**src/csc_pkg.sv**
```systemverilog
// Shared types, codes and helper functions for the clock setting controller.
// No dependencies; used by csc_cfg, csc_core and clock_setting_controller.
package csc_pkg;

  // Width of the configuration data bus and of the register address
  localparam int unsigned DATA_W = 32;
  localparam int unsigned ADDR_W = 5;
  localparam int unsigned THR_W  = 16;
  localparam int unsigned DUTY_W = 8;

  // Register indexes, taken from paddr[4:2]
  localparam logic [2:0] REG_LONG_PRESS = 3'd0;
  localparam logic [2:0] REG_CONFIRM    = 3'd1;
  localparam logic [2:0] REG_HOUR_DUTY  = 3'd2;
  localparam logic [2:0] REG_MIN_DUTY   = 3'd3;
  localparam logic [2:0] REG_SEC_DUTY   = 3'd4;
  localparam logic [2:0] REG_MARK_DUTY  = 3'd5;

  // Register reset values
  localparam logic [THR_W-1:0]  LONG_PRESS_RST = 16'd1000;
  localparam logic [THR_W-1:0]  CONFIRM_RST    = 16'd50;
  localparam logic [DUTY_W-1:0] HOUR_DUTY_RST  = 8'd255;
  localparam logic [DUTY_W-1:0] MIN_DUTY_RST   = 8'd80;
  localparam logic [DUTY_W-1:0] SEC_DUTY_RST   = 8'd10;
  localparam logic [DUTY_W-1:0] MARK_DUTY_RST  = 8'd5;

  // Output mode codes
  localparam logic [1:0] MODE_CODE_NORMAL = 2'd0;
  localparam logic [1:0] MODE_CODE_HOUR   = 2'd1;
  localparam logic [1:0] MODE_CODE_MINUTE = 2'd2;

  // Encoder lamp colours
  localparam logic [1:0] LED_OFF   = 2'd0;
  localparam logic [1:0] LED_BLUE  = 2'd1;
  localparam logic [1:0] LED_GREEN = 2'd2;

  // Encoder step codes
  localparam logic [1:0] ROT_NONE = 2'd0;
  localparam logic [1:0] ROT_CW   = 2'd1;
  localparam logic [1:0] ROT_CCW  = 2'd2;

  // Clock arithmetic limits
  localparam logic [3:0] HOUR_LAST   = 4'd11;
  localparam logic [3:0] HOURS       = 4'd12;
  localparam logic [5:0] MINUTE_LAST = 6'd59;
  localparam logic [5:0] MINUTES     = 6'd60;

  // Display mode, one-hot
  typedef enum logic [2:0] {
    ST_NORMAL = 3'b001,
    ST_HOUR   = 3'b010,
    ST_MINUTE = 3'b100
  } mode_t;

  // Thresholds used by the core
  typedef struct packed {
    logic [THR_W-1:0] long_press;
    logic [THR_W-1:0] confirm;
  } thr_t;

  // One tick from the input stream
  typedef struct packed {
    logic [5:0] now_second;
    logic [5:0] now_minute;
    logic [3:0] now_hour;
    logic [1:0] rotation;
    logic       switch_pressed;
  } tick_t;

  // One result item
  typedef struct packed {
    logic [5:0] write_minute;
    logic [3:0] write_hour;
    logic       write_time;
    logic [5:0] second_pos;
    logic [5:0] minute_pos;
    logic [5:0] hour_pos;
    logic [1:0] encoder_led;
    logic [1:0] mode;
  } result_t;

  // Fold a raw hour into 0..11
  function automatic logic [3:0] wrap_hour(input logic [3:0] h);
    return (h >= HOURS) ? h - HOURS : h;
  endfunction

  // Fold a raw minute or second into 0..59
  function automatic logic [5:0] wrap_sixty(input logic [5:0] m);
    return (m >= MINUTES) ? m - MINUTES : m;
  endfunction

  // Ring index of the hour marker: hour times five
  function automatic logic [5:0] hour_ring(input logic [3:0] h);
    return 6'({h, 2'b00}) + 6'(h);
  endfunction

endpackage

```
**src/clock_setting_controller.sv**
```systemverilog
// Top level of the clock setting controller: stream ports, APB registers, core.
// Depends on csc_pkg, csc_cfg and csc_core.

// One tick per clock cycle is taken at full rate, as long as m_tready does not
// stall the output. Each tick passes the input register and then the result
// register before its result is offered on m_tvalid, and m_tready low holds
// the pipeline without loss. The long-press and confirm thresholds compare for
// equality against a hold counter of HOLD_WIDTH bits that saturates while the
// switch is held. The duty registers are stored and read back only; marker
// compositing and PWM are done downstream. Configure only while no tick is in
// flight.
module clock_setting_controller #(
  parameter int unsigned HOLD_WIDTH = 16
) (
  input  logic        clk,
  input  logic        rst,
  // APB-style configuration port
  input  logic        psel,
  input  logic        penable,
  input  logic        pwrite,
  input  logic [4:0]  paddr,
  input  logic [31:0] pwdata,
  output logic [31:0] prdata,
  output logic        pready,
  // Tick stream in
  input  logic        s_tvalid,
  output logic        s_tready,
  // [0] switch_pressed, [2:1] rotation, [6:3] now_hour, [12:7] now_minute,
  // [18:13] now_second, [23:19] zero
  input  logic [23:0] s_tdata,
  // Result stream out
  output logic        m_tvalid,
  input  logic        m_tready,
  // [1:0] mode, [3:2] encoder_led, [9:4] hour_pos, [15:10] minute_pos,
  // [21:16] second_pos, [22] write_time, [26:23] write_hour,
  // [32:27] write_minute, [39:33] zero
  output logic [39:0] m_tdata
);

  csc_pkg::thr_t    thr;
  csc_pkg::tick_t   tick;
  csc_pkg::result_t item;

  csc_cfg u_cfg (
    .clk     (clk),
    .rst     (rst),
    .psel    (psel),
    .penable (penable),
    .pwrite  (pwrite),
    .paddr   (paddr),
    .pwdata  (pwdata),
    .prdata  (prdata),
    .pready  (pready),
    .thr     (thr)
  );

  // Unpack the incoming transfer
  assign tick = s_tdata[$bits(csc_pkg::tick_t)-1:0];

  csc_core #(
    .HOLD_WIDTH (HOLD_WIDTH)
  ) u_core (
    .clk       (clk),
    .rst       (rst),
    .thr       (thr),
    .in_valid  (s_tvalid),
    .in_ready  (s_tready),
    .in_tick   (tick),
    .out_valid (m_tvalid),
    .out_ready (m_tready),
    .out_item  (item)
  );

  // Pack the result, zero fill to a whole byte
  assign m_tdata = 40'(item);

endmodule

```
**src/csc_cfg.sv**
```systemverilog
// Configuration register file behind an APB-style port.
// Depends on csc_pkg for register indexes, reset values and the threshold struct.
module csc_cfg (
  input  logic                         clk,
  input  logic                         rst,
  input  logic                         psel,
  input  logic                         penable,
  input  logic                         pwrite,
  input  logic [csc_pkg::ADDR_W-1:0]   paddr,
  input  logic [csc_pkg::DATA_W-1:0]   pwdata,
  output logic [csc_pkg::DATA_W-1:0]   prdata,
  output logic                         pready,
  output csc_pkg::thr_t                thr
);

  logic [csc_pkg::THR_W-1:0]  long_press;
  logic [csc_pkg::THR_W-1:0]  confirm;
  logic [csc_pkg::DUTY_W-1:0] hour_duty;
  logic [csc_pkg::DUTY_W-1:0] minute_duty;
  logic [csc_pkg::DUTY_W-1:0] second_duty;
  logic [csc_pkg::DUTY_W-1:0] mark_duty;
  logic [2:0]                 index;
  logic                       wr_en;

  assign pready = 1'b1;
  assign index  = paddr[4:2];
  assign wr_en  = psel & penable & pwrite;

  // Write on the access cycle of a write transfer
  always_ff @(posedge clk) begin
    if (rst) begin
      long_press  <= csc_pkg::LONG_PRESS_RST;
      confirm     <= csc_pkg::CONFIRM_RST;
      hour_duty   <= csc_pkg::HOUR_DUTY_RST;
      minute_duty <= csc_pkg::MIN_DUTY_RST;
      second_duty <= csc_pkg::SEC_DUTY_RST;
      mark_duty   <= csc_pkg::MARK_DUTY_RST;
    end else if (wr_en) begin
      case (index)
        csc_pkg::REG_LONG_PRESS: long_press  <= pwdata[csc_pkg::THR_W-1:0];
        csc_pkg::REG_CONFIRM:    confirm     <= pwdata[csc_pkg::THR_W-1:0];
        csc_pkg::REG_HOUR_DUTY:  hour_duty   <= pwdata[csc_pkg::DUTY_W-1:0];
        csc_pkg::REG_MIN_DUTY:   minute_duty <= pwdata[csc_pkg::DUTY_W-1:0];
        csc_pkg::REG_SEC_DUTY:   second_duty <= pwdata[csc_pkg::DUTY_W-1:0];
        csc_pkg::REG_MARK_DUTY:  mark_duty   <= pwdata[csc_pkg::DUTY_W-1:0];
        default: ;
      endcase
    end
  end

  // Read back the addressed register
  always_comb begin
    case (index)
      csc_pkg::REG_LONG_PRESS: prdata = csc_pkg::DATA_W'(long_press);
      csc_pkg::REG_CONFIRM:    prdata = csc_pkg::DATA_W'(confirm);
      csc_pkg::REG_HOUR_DUTY:  prdata = csc_pkg::DATA_W'(hour_duty);
      csc_pkg::REG_MIN_DUTY:   prdata = csc_pkg::DATA_W'(minute_duty);
      csc_pkg::REG_SEC_DUTY:   prdata = csc_pkg::DATA_W'(second_duty);
      csc_pkg::REG_MARK_DUTY:  prdata = csc_pkg::DATA_W'(mark_duty);
      default:                 prdata = '0;
    endcase
  end

  assign thr.long_press = long_press;
  assign thr.confirm    = confirm;

endmodule

```
**src/csc_core.sv**
```systemverilog
// Tick pipeline: input register, hold counter and mode state, result register.
// Depends on csc_pkg for the mode enum, codes, item structs and clock helpers.
module csc_core #(
  parameter int unsigned HOLD_WIDTH = 16
) (
  input  logic             clk,
  input  logic             rst,
  input  csc_pkg::thr_t    thr,
  input  logic             in_valid,
  output logic             in_ready,
  input  csc_pkg::tick_t   in_tick,
  output logic             out_valid,
  input  logic             out_ready,
  output csc_pkg::result_t out_item
);

  // Compare width covers both the counter and the 16-bit thresholds
  localparam int unsigned CMP_W = (HOLD_WIDTH > csc_pkg::THR_W) ? HOLD_WIDTH : csc_pkg::THR_W;

  logic                  tick_valid;
  csc_pkg::tick_t        tick;
  logic                  advance;

  csc_pkg::mode_t        mode;
  csc_pkg::mode_t        mode_next;
  logic [HOLD_WIDTH-1:0] hold_count;
  logic [HOLD_WIDTH-1:0] hold_count_next;
  logic [3:0]            edit_hour;
  logic [3:0]            edit_hour_next;
  logic [5:0]            edit_minute;
  logic [5:0]            edit_minute_next;
  csc_pkg::result_t      result_next;

  logic [3:0]            now_h;
  logic [5:0]            now_m;
  logic [5:0]            now_s;
  logic                  hit_long;
  logic                  hit_confirm;
  logic                  commit;

  // Move the held tick into the result register when that slot frees up
  assign advance  = tick_valid & (~out_valid | out_ready);
  assign in_ready = ~tick_valid | advance;

  // Input register
  always_ff @(posedge clk) begin
    if (rst) begin
      tick_valid <= 1'b0;
    end else if (in_ready) begin
      tick_valid <= in_valid;
    end
    if (in_ready && in_valid) begin
      tick <= in_tick;
    end
  end

  // Normalise the clock time
  assign now_h = csc_pkg::wrap_hour(tick.now_hour);
  assign now_m = csc_pkg::wrap_sixty(tick.now_minute);
  assign now_s = csc_pkg::wrap_sixty(tick.now_second);

  // Hold counter: saturate while pressed, clear on release
  always_comb begin
    if (!tick.switch_pressed) begin
      hold_count_next = '0;
    end else if (hold_count == {HOLD_WIDTH{1'b1}}) begin
      hold_count_next = hold_count;
    end else begin
      hold_count_next = hold_count + 1'b1;
    end
  end

  assign hit_long    = CMP_W'(hold_count_next) == CMP_W'(thr.long_press);
  assign hit_confirm = CMP_W'(hold_count_next) == CMP_W'(thr.confirm);

  // Mode transition, then the encoder step in the new mode
  always_comb begin
    mode_next        = mode;
    edit_hour_next   = edit_hour;
    edit_minute_next = edit_minute;
    commit           = 1'b0;

    case (mode)
      csc_pkg::ST_HOUR: begin
        if (hit_confirm) mode_next = csc_pkg::ST_MINUTE;
      end
      csc_pkg::ST_MINUTE: begin
        if (hit_confirm) begin
          mode_next = csc_pkg::ST_NORMAL;
          commit    = 1'b1;
        end
      end
      default: begin
        mode_next = csc_pkg::ST_NORMAL;
        if (hit_long) begin
          mode_next        = csc_pkg::ST_HOUR;
          edit_hour_next   = now_h;
          edit_minute_next = now_m;
        end
      end
    endcase

    case (mode_next)
      csc_pkg::ST_HOUR: begin
        if (tick.rotation == csc_pkg::ROT_CW) begin
          edit_hour_next = (edit_hour_next == csc_pkg::HOUR_LAST) ? 4'd0
                                                                  : edit_hour_next + 4'd1;
        end else if (tick.rotation == csc_pkg::ROT_CCW) begin
          edit_hour_next = (edit_hour_next == 4'd0) ? csc_pkg::HOUR_LAST
                                                    : edit_hour_next - 4'd1;
        end
      end
      csc_pkg::ST_MINUTE: begin
        if (tick.rotation == csc_pkg::ROT_CW) begin
          edit_minute_next = (edit_minute_next == csc_pkg::MINUTE_LAST) ? 6'd0
                                                                        : edit_minute_next + 6'd1;
        end else if (tick.rotation == csc_pkg::ROT_CCW) begin
          edit_minute_next = (edit_minute_next == 6'd0) ? csc_pkg::MINUTE_LAST
                                                        : edit_minute_next - 6'd1;
        end
      end
      default: ;
    endcase
  end

  // Form the result in the new mode
  always_comb begin
    case (mode_next)
      csc_pkg::ST_HOUR: begin
        result_next.mode        = csc_pkg::MODE_CODE_HOUR;
        result_next.encoder_led = csc_pkg::LED_BLUE;
      end
      csc_pkg::ST_MINUTE: begin
        result_next.mode        = csc_pkg::MODE_CODE_MINUTE;
        result_next.encoder_led = csc_pkg::LED_GREEN;
      end
      default: begin
        result_next.mode        = csc_pkg::MODE_CODE_NORMAL;
        result_next.encoder_led = csc_pkg::LED_OFF;
      end
    endcase

    if (mode_next == csc_pkg::ST_NORMAL) begin
      result_next.hour_pos   = csc_pkg::hour_ring(now_h);
      result_next.minute_pos = now_m;
      result_next.second_pos = now_s;
    end else begin
      result_next.hour_pos   = csc_pkg::hour_ring(edit_hour_next);
      result_next.minute_pos = edit_minute_next;
      result_next.second_pos = 6'd0;
    end

    // On commit the edit registers are left untouched by the step
    result_next.write_time   = commit;
    result_next.write_hour   = commit ? edit_hour : 4'd0;
    result_next.write_minute = commit ? edit_minute : 6'd0;
  end

  // Controller state, updated once per transferred tick
  always_ff @(posedge clk) begin
    if (rst) begin
      mode        <= csc_pkg::ST_NORMAL;
      hold_count  <= '0;
      edit_hour   <= 4'd0;
      edit_minute <= 6'd0;
    end else if (advance) begin
      mode        <= mode_next;
      hold_count  <= hold_count_next;
      edit_hour   <= edit_hour_next;
      edit_minute <= edit_minute_next;
    end
  end

  // Result register
  always_ff @(posedge clk) begin
    if (rst) begin
      out_valid <= 1'b0;
    end else if (advance) begin
      out_valid <= 1'b1;
    end else if (out_ready) begin
      out_valid <= 1'b0;
    end
    if (advance) begin
      out_item <= result_next;
    end
  end

endmodule

```
**config.mk**
```make
export PLATFORM = sky130hd
export DESIGN_NAME = clock_setting_controller
export DESIGN_NICKNAME = d
export VERILOG_FILES = /design/src/csc_pkg.sv /design/src/clock_setting_controller.sv /design/src/csc_cfg.sv /design/src/csc_core.sv
export SDC_FILE = /design/constraint.sdc
export NUM_CORES = 1
export LEC_CHECK = 0
export ABC_AREA = 1
export BUFFER_PORTS_ARGS = -buffer_cell sky130_fd_sc_hd__buf_2
export CORE_MARGIN = 5
export CORE_UTILIZATION = 45
export DETAILED_ROUTE_END_ITERATION = 8
export GPL_ROUTABILITY_DRIVEN = 0
export PLACE_DENSITY = 0.66
export SETUP_SLACK_MARGIN = 0.3
export SYNTH_ARGS = -nofsm -noshare
export SYNTH_HDL_FRONTEND = slang
export SYNTH_SLANG_ARGS = --single-unit
```
**constraint.sdc**
```tcl
create_clock -name clk -period 5.4 [get_ports clk]
set_input_delay 0.81 -clock clk [delete_from_list [all_inputs] [get_ports clk]]
set_output_delay 0.81 -clock clk [all_outputs]
set_load 0.005 [all_outputs]
```
==> results of run 1 <==
-- power breakdown --
| group | leakage (nW) | total (mW) | switching (mW) | internal (mW) |
|---|---|---|---|---|
| Clock | 0.275 | 1.13 | 0.480 | 0.648 |
| Sequential | 1.26 | 1.20 | 0.0293 | 1.17 |
| Combinational | 2.67 | 0.292 | 0.191 | 0.100 |
-- registers in the layout, indices dropped and copies added (netlist names), 16 cells and up --
| signal | flops |
|---|---|
| u_cfg.long_press | 16 |
| u_core.out_item | 31 |
| u_core.hold_count | 16 |
| u_cfg.confirm | 16 |
| u_core.tick | 19 |
-- worst max-delay path by stage --
| stage | cells past startpoint | slack [ps] | endpoint |
|---|---|---|---|
| after floorplan | 27 | 1560 | u_core.out_item[9] |
| after global placement | 25 | 1000 | u_core.out_item[9] |
| after detailed placement | 25 | 940 | u_core.out_item[9] |
| after CTS | 26 | 920 | u_core.out_item[9] |
| after global routing | 26 | 450 | u_core.out_item[9] |
| final | 26 | 910 | u_core.out_item[9] |
-- per-layer routing --
layer	global-route usage	vias up	wire length (µm)
li1	-	3656	-
met1	0.2863	3356	9644
met2	0.3324	186	9814
met3	0.03704	18	974
met4	0.04955	0	191
met5	0	-	0
-- cell type report --
cell class | count | area [µm²] | share of cell area
inverter | 121 | 454.2 | 0.04937
clock buffer | 20 | 447.9 | 0.04869
multi-input combinational | 765 | 3944 | 0.4287
tap | 229 | 286.5 | 0.03115
sequential | 145 | 3403 | 0.3700
clock inverter | 12 | 105.1 | 0.01143
timing repair buffer | 106 | 558.0 | 0.06066
-- per-stage QoR --
stage               total power, mW  instance area, µm²    util  setup slack [ps]
floorplan                     1.431                8173       -              1563
global placement              1.511                8646  0.4846              1004
detailed placement            1.515                8646  0.4846             941.7
CTS                           2.640                9199  0.5156             915.8
global route                  2.742                9199  0.5156             449.2
finish                        2.624                9199  0.5156             906.6
-- cells in the final DEF, fill, tap and decap left out, types with 3 or more instances in the layout --
cell type / n
sky130_fd_sc_hd__a21oi_1: 59
sky130_fd_sc_hd__a22oi_1: 7
sky130_fd_sc_hd__clkbuf_16: 17
sky130_fd_sc_hd__a221oi_1: 6
sky130_fd_sc_hd__inv_1: 115
sky130_fd_sc_hd__o21ai_1: 14
sky130_fd_sc_hd__ha_1: 12
sky130_fd_sc_hd__o22ai_1: 7
sky130_fd_sc_hd__xor2_1: 15
sky130_fd_sc_hd__buf_2: 95
sky130_fd_sc_hd__nand3_1: 73
sky130_fd_sc_hd__a22o_1: 3
sky130_fd_sc_hd__o211ai_1: 3
sky130_fd_sc_hd__clkinv_2: 3
sky130_fd_sc_hd__nor2_4: 8
sky130_fd_sc_hd__edfxtp_1: 50
sky130_fd_sc_hd__dfxtp_1: 95
sky130_fd_sc_hd__o21ai_0: 88
sky130_fd_sc_hd__nor3_1: 9
sky130_fd_sc_hd__nand2_2: 22
sky130_fd_sc_hd__nor2_2: 4
sky130_fd_sc_hd__o21ai_2: 4
sky130_fd_sc_hd__xnor2_1: 6
sky130_fd_sc_hd__nand4_1: 20
sky130_fd_sc_hd__nand2_1: 227
sky130_fd_sc_hd__inv_4: 3
sky130_fd_sc_hd__inv_2: 4
sky130_fd_sc_hd__nor2_1: 119
sky130_fd_sc_hd__nand3_2: 11
sky130_fd_sc_hd__nand2_4: 5
sky130_fd_sc_hd__buf_4: 11
sky130_fd_sc_hd__conb_1: 24
-- critical path: stages (launching register included) --
cell and delay, ps:
sky130_fd_sc_hd__dfxtp_1 390, sky130_fd_sc_hd__ha_1 270, sky130_fd_sc_hd__nand3_2 160, sky130_fd_sc_hd__inv_2 120, sky130_fd_sc_hd__nand4_4 270, sky130_fd_sc_hd__nand3_1 250, sky130_fd_sc_hd__nand2_1 130, sky130_fd_sc_hd__nand2_1 100
sky130_fd_sc_hd__nand2_1 50, sky130_fd_sc_hd__nor2_1 130, sky130_fd_sc_hd__nand2_1 100, sky130_fd_sc_hd__nor2_4 190, sky130_fd_sc_hd__nand4_1 140, sky130_fd_sc_hd__nand2_2 170, sky130_fd_sc_hd__inv_1 80, sky130_fd_sc_hd__ha_1 300
sky130_fd_sc_hd__nand2_1 60, sky130_fd_sc_hd__o211ai_1 100, sky130_fd_sc_hd__a21boi_1 340, sky130_fd_sc_hd__inv_1 110, sky130_fd_sc_hd__ha_1 300, sky130_fd_sc_hd__a21oi_1 200, sky130_fd_sc_hd__a21oi_1 60, sky130_fd_sc_hd__nand3_1 70
sky130_fd_sc_hd__nand2_1 60, sky130_fd_sc_hd__nand2_1 50, sky130_fd_sc_hd__nand2_1 60
-- cells by family after synthesis --
| logic type | after synthesis | share of synthesized area |
|---|---|---|
| AO/OA/AOI/OAI | 197 | 0.1344 |
| XOR/XNOR | 21 | 0.02273 |
| adder cells (fa/ha/maj) | 14 | 0.02351 |
| buffers and inverters | 182 | 0.1021 |
| flip-flops | 145 | 0.4207 |
| other | 2 | 0.0009283 |
| AND/OR/NAND/NOR | 509 | 0.2957 |
==> results.py, run 1 <==
metrics = {
    "die": {
        "floorplan.die_area_um2": 20760,
        "starting_density_of_the_core": 0.4535,
        "placement_rows": 49,
        "dieWidth_um": 144.1,
        "design.core.area_um2": 17840,
        "chipHeight_um": 144.1,
        "ios": 143,
    },
    "timing": {
        "hold_ws_ps": 462.5,
        "min_period_over_period": 0.8321,
        "final_report_setup_violation_count": 0,
        "fin_skew_ps": 24.01,
        "tightestPinTransition_ps": 1191,
        "fin_tns_setup_ps": 0,
        "worst_slew_margin_rel": 0.2059,
        "achievable-frequency_ghz": 0.2226,
        "report.final.slew_viol_count": 0,
        "grt_setup_unrepaired": "no",
        "post-route-min-period_ps": 4493,
        "final_hold_viol_count": 0,
    },
    "clocking": {
        "cts_root_buffer": "sky130_fd_sc_hd__clkbuf_16",
        "clock-sinks": 145,
        "cts-resized-gates": 0,
        "cts.htree.levels": 4,
        "cts_hold_buffers": 0,
        "clkLatencyLatePin_ps": 440,
        "clock_tree_from_tritoncts": "yes",
        "ctsLongestPathBuffers": 2,
        "cts_setup_buffers": 0,
        "cts_buffers": 17,
        "clkSlewWorstSetupHoldPaths_ps": 60,
    },
    "logic_synthesis": {
        "yosysUniqueCellTypes": 47,
        "synth_top_cell_area_share": 0.2351,
        "syn_inst": 1070,
        "syn_avg_cell_area_um2": 7.561,
        "postSynth.topFlopCell": "sky130_fd_sc_hd__dfxtp_1",
        "seq_area_frac_synth": 0.4207,
        "postSynthRegisterBits": 145,
        "yosys.cell_count.top_type": "sky130_fd_sc_hd__nand2_1",
        "synth.area.top_cells": "sky130_fd_sc_hd__dfxtp_1 24%, sky130_fd_sc_hd__edfxtp_1 19%, sky130_fd_sc_hd__nand2_1 11%, sky130_fd_sc_hd__nor2_1 5.5%, sky130_fd_sc_hd__o21ai_0 5.4%",
        "synth_top_cells_by_count": "227 x sky130_fd_sc_hd__nand2_1, 119 x sky130_fd_sc_hd__nor2_1, 117 x sky130_fd_sc_hd__inv_1, 95 x sky130_fd_sc_hd__dfxtp_1, 88 x sky130_fd_sc_hd__o21ai_0",
        "synth-edff-count": 50,
        "synth_area_leader_cell": "sky130_fd_sc_hd__dfxtp_1",
        "asyncSetResetFlopFracSynth": 0,
        "synth-warning-count": 0,
        "syn-cell-area_um2": 8090,
    },
    "final_layout": {
        "layout.filler_cells": 1723,
        "drive_above_1_share": 0.1737,
        "finish.net_count": 1238,
        "layout-area-overhead-vs-synth_pct": 13.70,
        "stdcell_count": 1398,
        "inserted_diodes": 0,
    },
    "worst_setup_path": {
        "arrival_worst_endpoint_ps": 4680,
        "crit_type": "reg -> reg",
        "reg2reg_from": "u_core.hold_count[0]",
        "rrSetupSlack_ps": 910,
        "timing.reg2reg.worst_path_depth": 26,
        "path_max_fanout": 14,
        "critical_path.reg2reg.endpoint": "u_core.out_item[9]",
        "worstSetupStartpoint": "u_core.hold_count[0]",
        "critPathRequiredTime_ps": 5590,
        "critPathLaunchType": "flip-flop",
        "worstSetupEndpointType": "flip-flop",
    },
    "global_route": {
        "number_of_global_route_vias_before_repair": 6756,
        "grt_antenna_before_repair": 0,
        "maximum_number_of_pins_on_one_net_before_global_route_repair": 80,
        "grt_pass1_wl_um": 33870,
        "global_route_usage_sum": 0.2053,
        "overflow": 0,
    },
    "pwr": {
        "vdd_ir_drop_max_uv": 237.9,
        "total_leakage_power_nw": 4.199,
        "pwr_density_cell_nw_per_um2": 285.3,
    },
    "drt": {
        "drt_iter0_drc": 514,
        "route.antenna.remaining_nets": 0,
        "totalWireLength_um": 20620,
        "wire_length_per_cell_after_detailed_routing_um": 14.75,
        "routed_via_density": 5.162,
        "dr_total_vias": 7216,
        "drt_first_pass_iters": 5,
        "detail_route.drc_violations": 0,
    },
    "run_status": {
        "outcome": "complete, no violations",
    },
    "min_path": {
        "worstHoldPathCells": 2,
        "hold_path.startpoint": "u_cfg.second_duty[3]",
        "holdCritPathClass": "reg -> reg",
        "hold_path_end": "u_cfg.second_duty[3]",
    },
    "placed_design": {
        "quantity_of_i_o_buffers_inserted_on_ports": 95,
        "place_inst": 1366,
        "dp_hpwl_um": 15010,
    },
    "flow_run": {
        "max_cap_violations": 0,
    },
}
(Power assumes the default switching activity.)
==> run 2: changes to the inputs <==
Clock period 5.4 ns to 4.2 ns, I/O delays scaled along.
==> results.py, run 2 (synthesized netlist as in run 1, its figures left out) <==
metrics = {
    "run_status": {
        "outcome": "complete, no violations",
    },
    "clocking": {
        "ctsLongestPathBuffers": 2,
        "cts_buffers": 17,
        "cts.htree.levels": 4,
        "clock_tree_from_tritoncts": "yes",
        "clkLatencyLatePin_ps": 430,
        "cts_root_buffer": "sky130_fd_sc_hd__clkbuf_16",
        "clock-sinks": 145,
        "clkSlewWorstSetupHoldPaths_ps": 60,
    },
    "global_route": {
        "overflow": 0,
        "maximum_number_of_pins_on_one_net_before_global_route_repair": 54,
        "number_of_global_route_vias_before_repair": 6887,
        "grt_pass1_wl_um": 34310,
        "grt_antenna_before_repair": 0,
        "global_route_usage_sum": 0.2078,
    },
    "final_layout": {
        "inserted_diodes": 0,
        "layout.filler_cells": 1659,
        "flip_flop_count_of_the_largest_register_all_copies_and_words_added": 31,
        "mostFrequentLayoutCells": "212 x sky130_fd_sc_hd__nand2_1, 109 x sky130_fd_sc_hd__inv_1, 105 x sky130_fd_sc_hd__nor2_1",
        "layout-area-overhead-vs-synth_pct": 24.62,
        "most_common_library_cell_in_the_layout_ignoring_fill_and_taps": "sky130_fd_sc_hd__nand2_1",
        "max_flop_register": "u_core.out_item",
        "drive_above_1_share": 0.2632,
        "finish.net_count": 1296,
        "largestRegisters": "u_core.out_item: 31 flops, u_core.tick: 19 flops",
    },
    "worst_setup_path": {
        "crit_path_frequent_cell": "sky130_fd_sc_hd__nand2_1",
        "worstSetupEndpointType": "flip-flop",
        "critPathRequiredTime_ps": 4370,
        "crit_family": "simple AND/OR/NAND/NOR gates",
        "crit_cells": 24,
        "worstPathCellList": "ha_4 -> nand3_4 -> inv_4 -> nand4_4 -> buf_12 -> nand2_4 -> nand2_2 -> nand2_1 -> nand2_1 -> nor2_1 -> nand2_2 -> nor2_4 -> buf_6 -> nand4_1 -> nand2_4 -> inv_4 -> ha_4 -> nand2_1 -> o211ai_1 -> a21boi_2 -> buf_4 -> buf_4 -> fa_2 -> o21ai_0",
        "timing.reg2reg.worst_path_depth": 24,
        "crit_type": "reg -> reg",
        "arrival_worst_endpoint_ps": 4150,
        "path_max_fanout": 8,
        "critical_path_buf_inv_count": 6,
        "largest_stage_delay_on_the_critical_path_ps": 560,
        "critPathSlowestCell": "sky130_fd_sc_hd__fa_2",
        "critPathLaunchType": "flip-flop",
    },
    "pwr": {
        "power.total_mw": 3.511,
        "vdd_ir_drop_max_uv": 313.0,
        "total_leakage_power_nw": 4.584,
        "pwr_density_cell_nw_per_um2": 348.2,
    },
    "placed_design": {
        "dp_hpwl_um": 15410,
        "place_worst_setup_slack_ps": -33.34,
        "quantity_of_i_o_buffers_inserted_on_ports": 95,
    },
    "timing": {
        "final_hold_viol_count": 0,
        "worst_slew_margin_rel": 0.4171,
        "report.final.slew_viol_count": 0,
        "post-route-min-period_ps": 3986,
        "min_period_over_period": 0.9491,
        "achievable-frequency_ghz": 0.2509,
        "post_layout_worst_setup_margin_ps": 213.7,
        "fin_tns_setup_ps": 0,
        "hold_ws_ps": 372.7,
        "fin_skew_ps": 7.231,
        "final_report_setup_violation_count": 0,
        "grt_setup_unrepaired": "yes",
        "tightestPinTransition_ps": 873.0,
    },
    "die": {
        "starting_density_of_the_core": 0.4535,
        "dieWidth_um": 144.1,
        "design.core.area_um2": 17840,
        "ios": 143,
        "floorplan.die_area_um2": 20760,
        "chipHeight_um": 144.1,
        "placement_rows": 49,
    },
    "drt": {
        "drt_first_pass_iters": 7,
        "totalWireLength_um": 22240,
        "drt_iter0_drc": 551,
        "detail_route.drc_violations": 0,
        "dr_total_vias": 7646,
        "routed_via_density": 5.251,
        "route.antenna.remaining_nets": 0,
        "wire_length_per_cell_after_detailed_routing_um": 15.27,
    },
    "flow_run": {
        "max_cap_violations": 0,
    },
    "min_path": {
        "holdCritPathClass": "in -> reg",
        "worstHoldPathCells": 1,
    },
}
[run 2: cell types whose count changed in the layout (fill, tap and decap cells not counted), moves of 5 or more]
cell	previous run	this run
sky130_fd_sc_hd__buf_4	11	61
sky130_fd_sc_hd__buf_6	0	5
sky130_fd_sc_hd__dfxtp_1	95	87
sky130_fd_sc_hd__dfxtp_2	0	8
sky130_fd_sc_hd__ha_1	12	7
sky130_fd_sc_hd__inv_1	115	109
sky130_fd_sc_hd__nand2_1	227	212
sky130_fd_sc_hd__nand2_4	5	16
sky130_fd_sc_hd__nand3_1	73	67
sky130_fd_sc_hd__nand3_4	1	8
sky130_fd_sc_hd__nor2_1	119	105
sky130_fd_sc_hd__nor2_2	4	12
sky130_fd_sc_hd__nor2_4	8	14
[run 2: layer usage]
| layer | up-vias | wire, µm | track usage |
|---|---|---|---|
| met3 | 32 | 1230 | 0.03406 |
| li1 | 3783 | - | - |
| met4 | 0 | 441 | 0.07631 |
| met5 | - | 0 | 0 |
| met2 | 235 | 10940 | 0.3508 |
| met1 | 3596 | 9624 | 0.2687 |
[run 2: layout make-up]
cell class | instances | area [µm²] | share of cell area
clock inverter | 15 | 153.9 | 0.01526
timing repair buffer | 164 | 1055 | 0.1046
inverter | 121 | 464.2 | 0.04604
clock buffer | 17 | 425.4 | 0.04219
multi-input combinational | 765 | 4284 | 0.4249
sequential | 145 | 3413 | 0.3385
tap | 229 | 286.5 | 0.02842
[run 2: worst paths after layout]
check | start | endpoint | slack [ps]
max | u_core.hold_count[0] | u_core.out_item[7] | 210
min | s_tdata[1] | u_core.tick[1] | 370
max reg2reg | u_core.hold_count[0] | u_core.out_item[7] | 210
min reg2reg | u_cfg.second_duty[3] | u_cfg.second_duty[3] | 470
[run 2: where the power goes]
group | leakage (nW) | internal [mW] | total (mW) | switching (mW)
Combinational | 3.03 | 0.170 | 0.453 | 0.283
Clock | 0.289 | 0.880 | 1.51 | 0.634
Sequential | 1.26 | 1.51 | 1.54 | 0.0336
[run 2: repair_timing]
item,4_1_cts,5_1_grt
pin swaps,14,35
gates resized for setup,37,69
setup buffers,13,26
gates cloned,0,1
endpoints found under the setup margin,5,13
hold buffers,0,0
[run 2: stage by stage]
stage | utilization | instances | instance area, µm²
after CTS | 0.5380 | 1429 | 9598
after global placement | 0.4922 | 1384 | 8781
after floorplan | - | 1092 | 8173
after global routing | 0.5651 | 1456 | 10080
after detailed placement | 0.4922 | 1384 | 8781
final | 0.5651 | 1456 | 10080
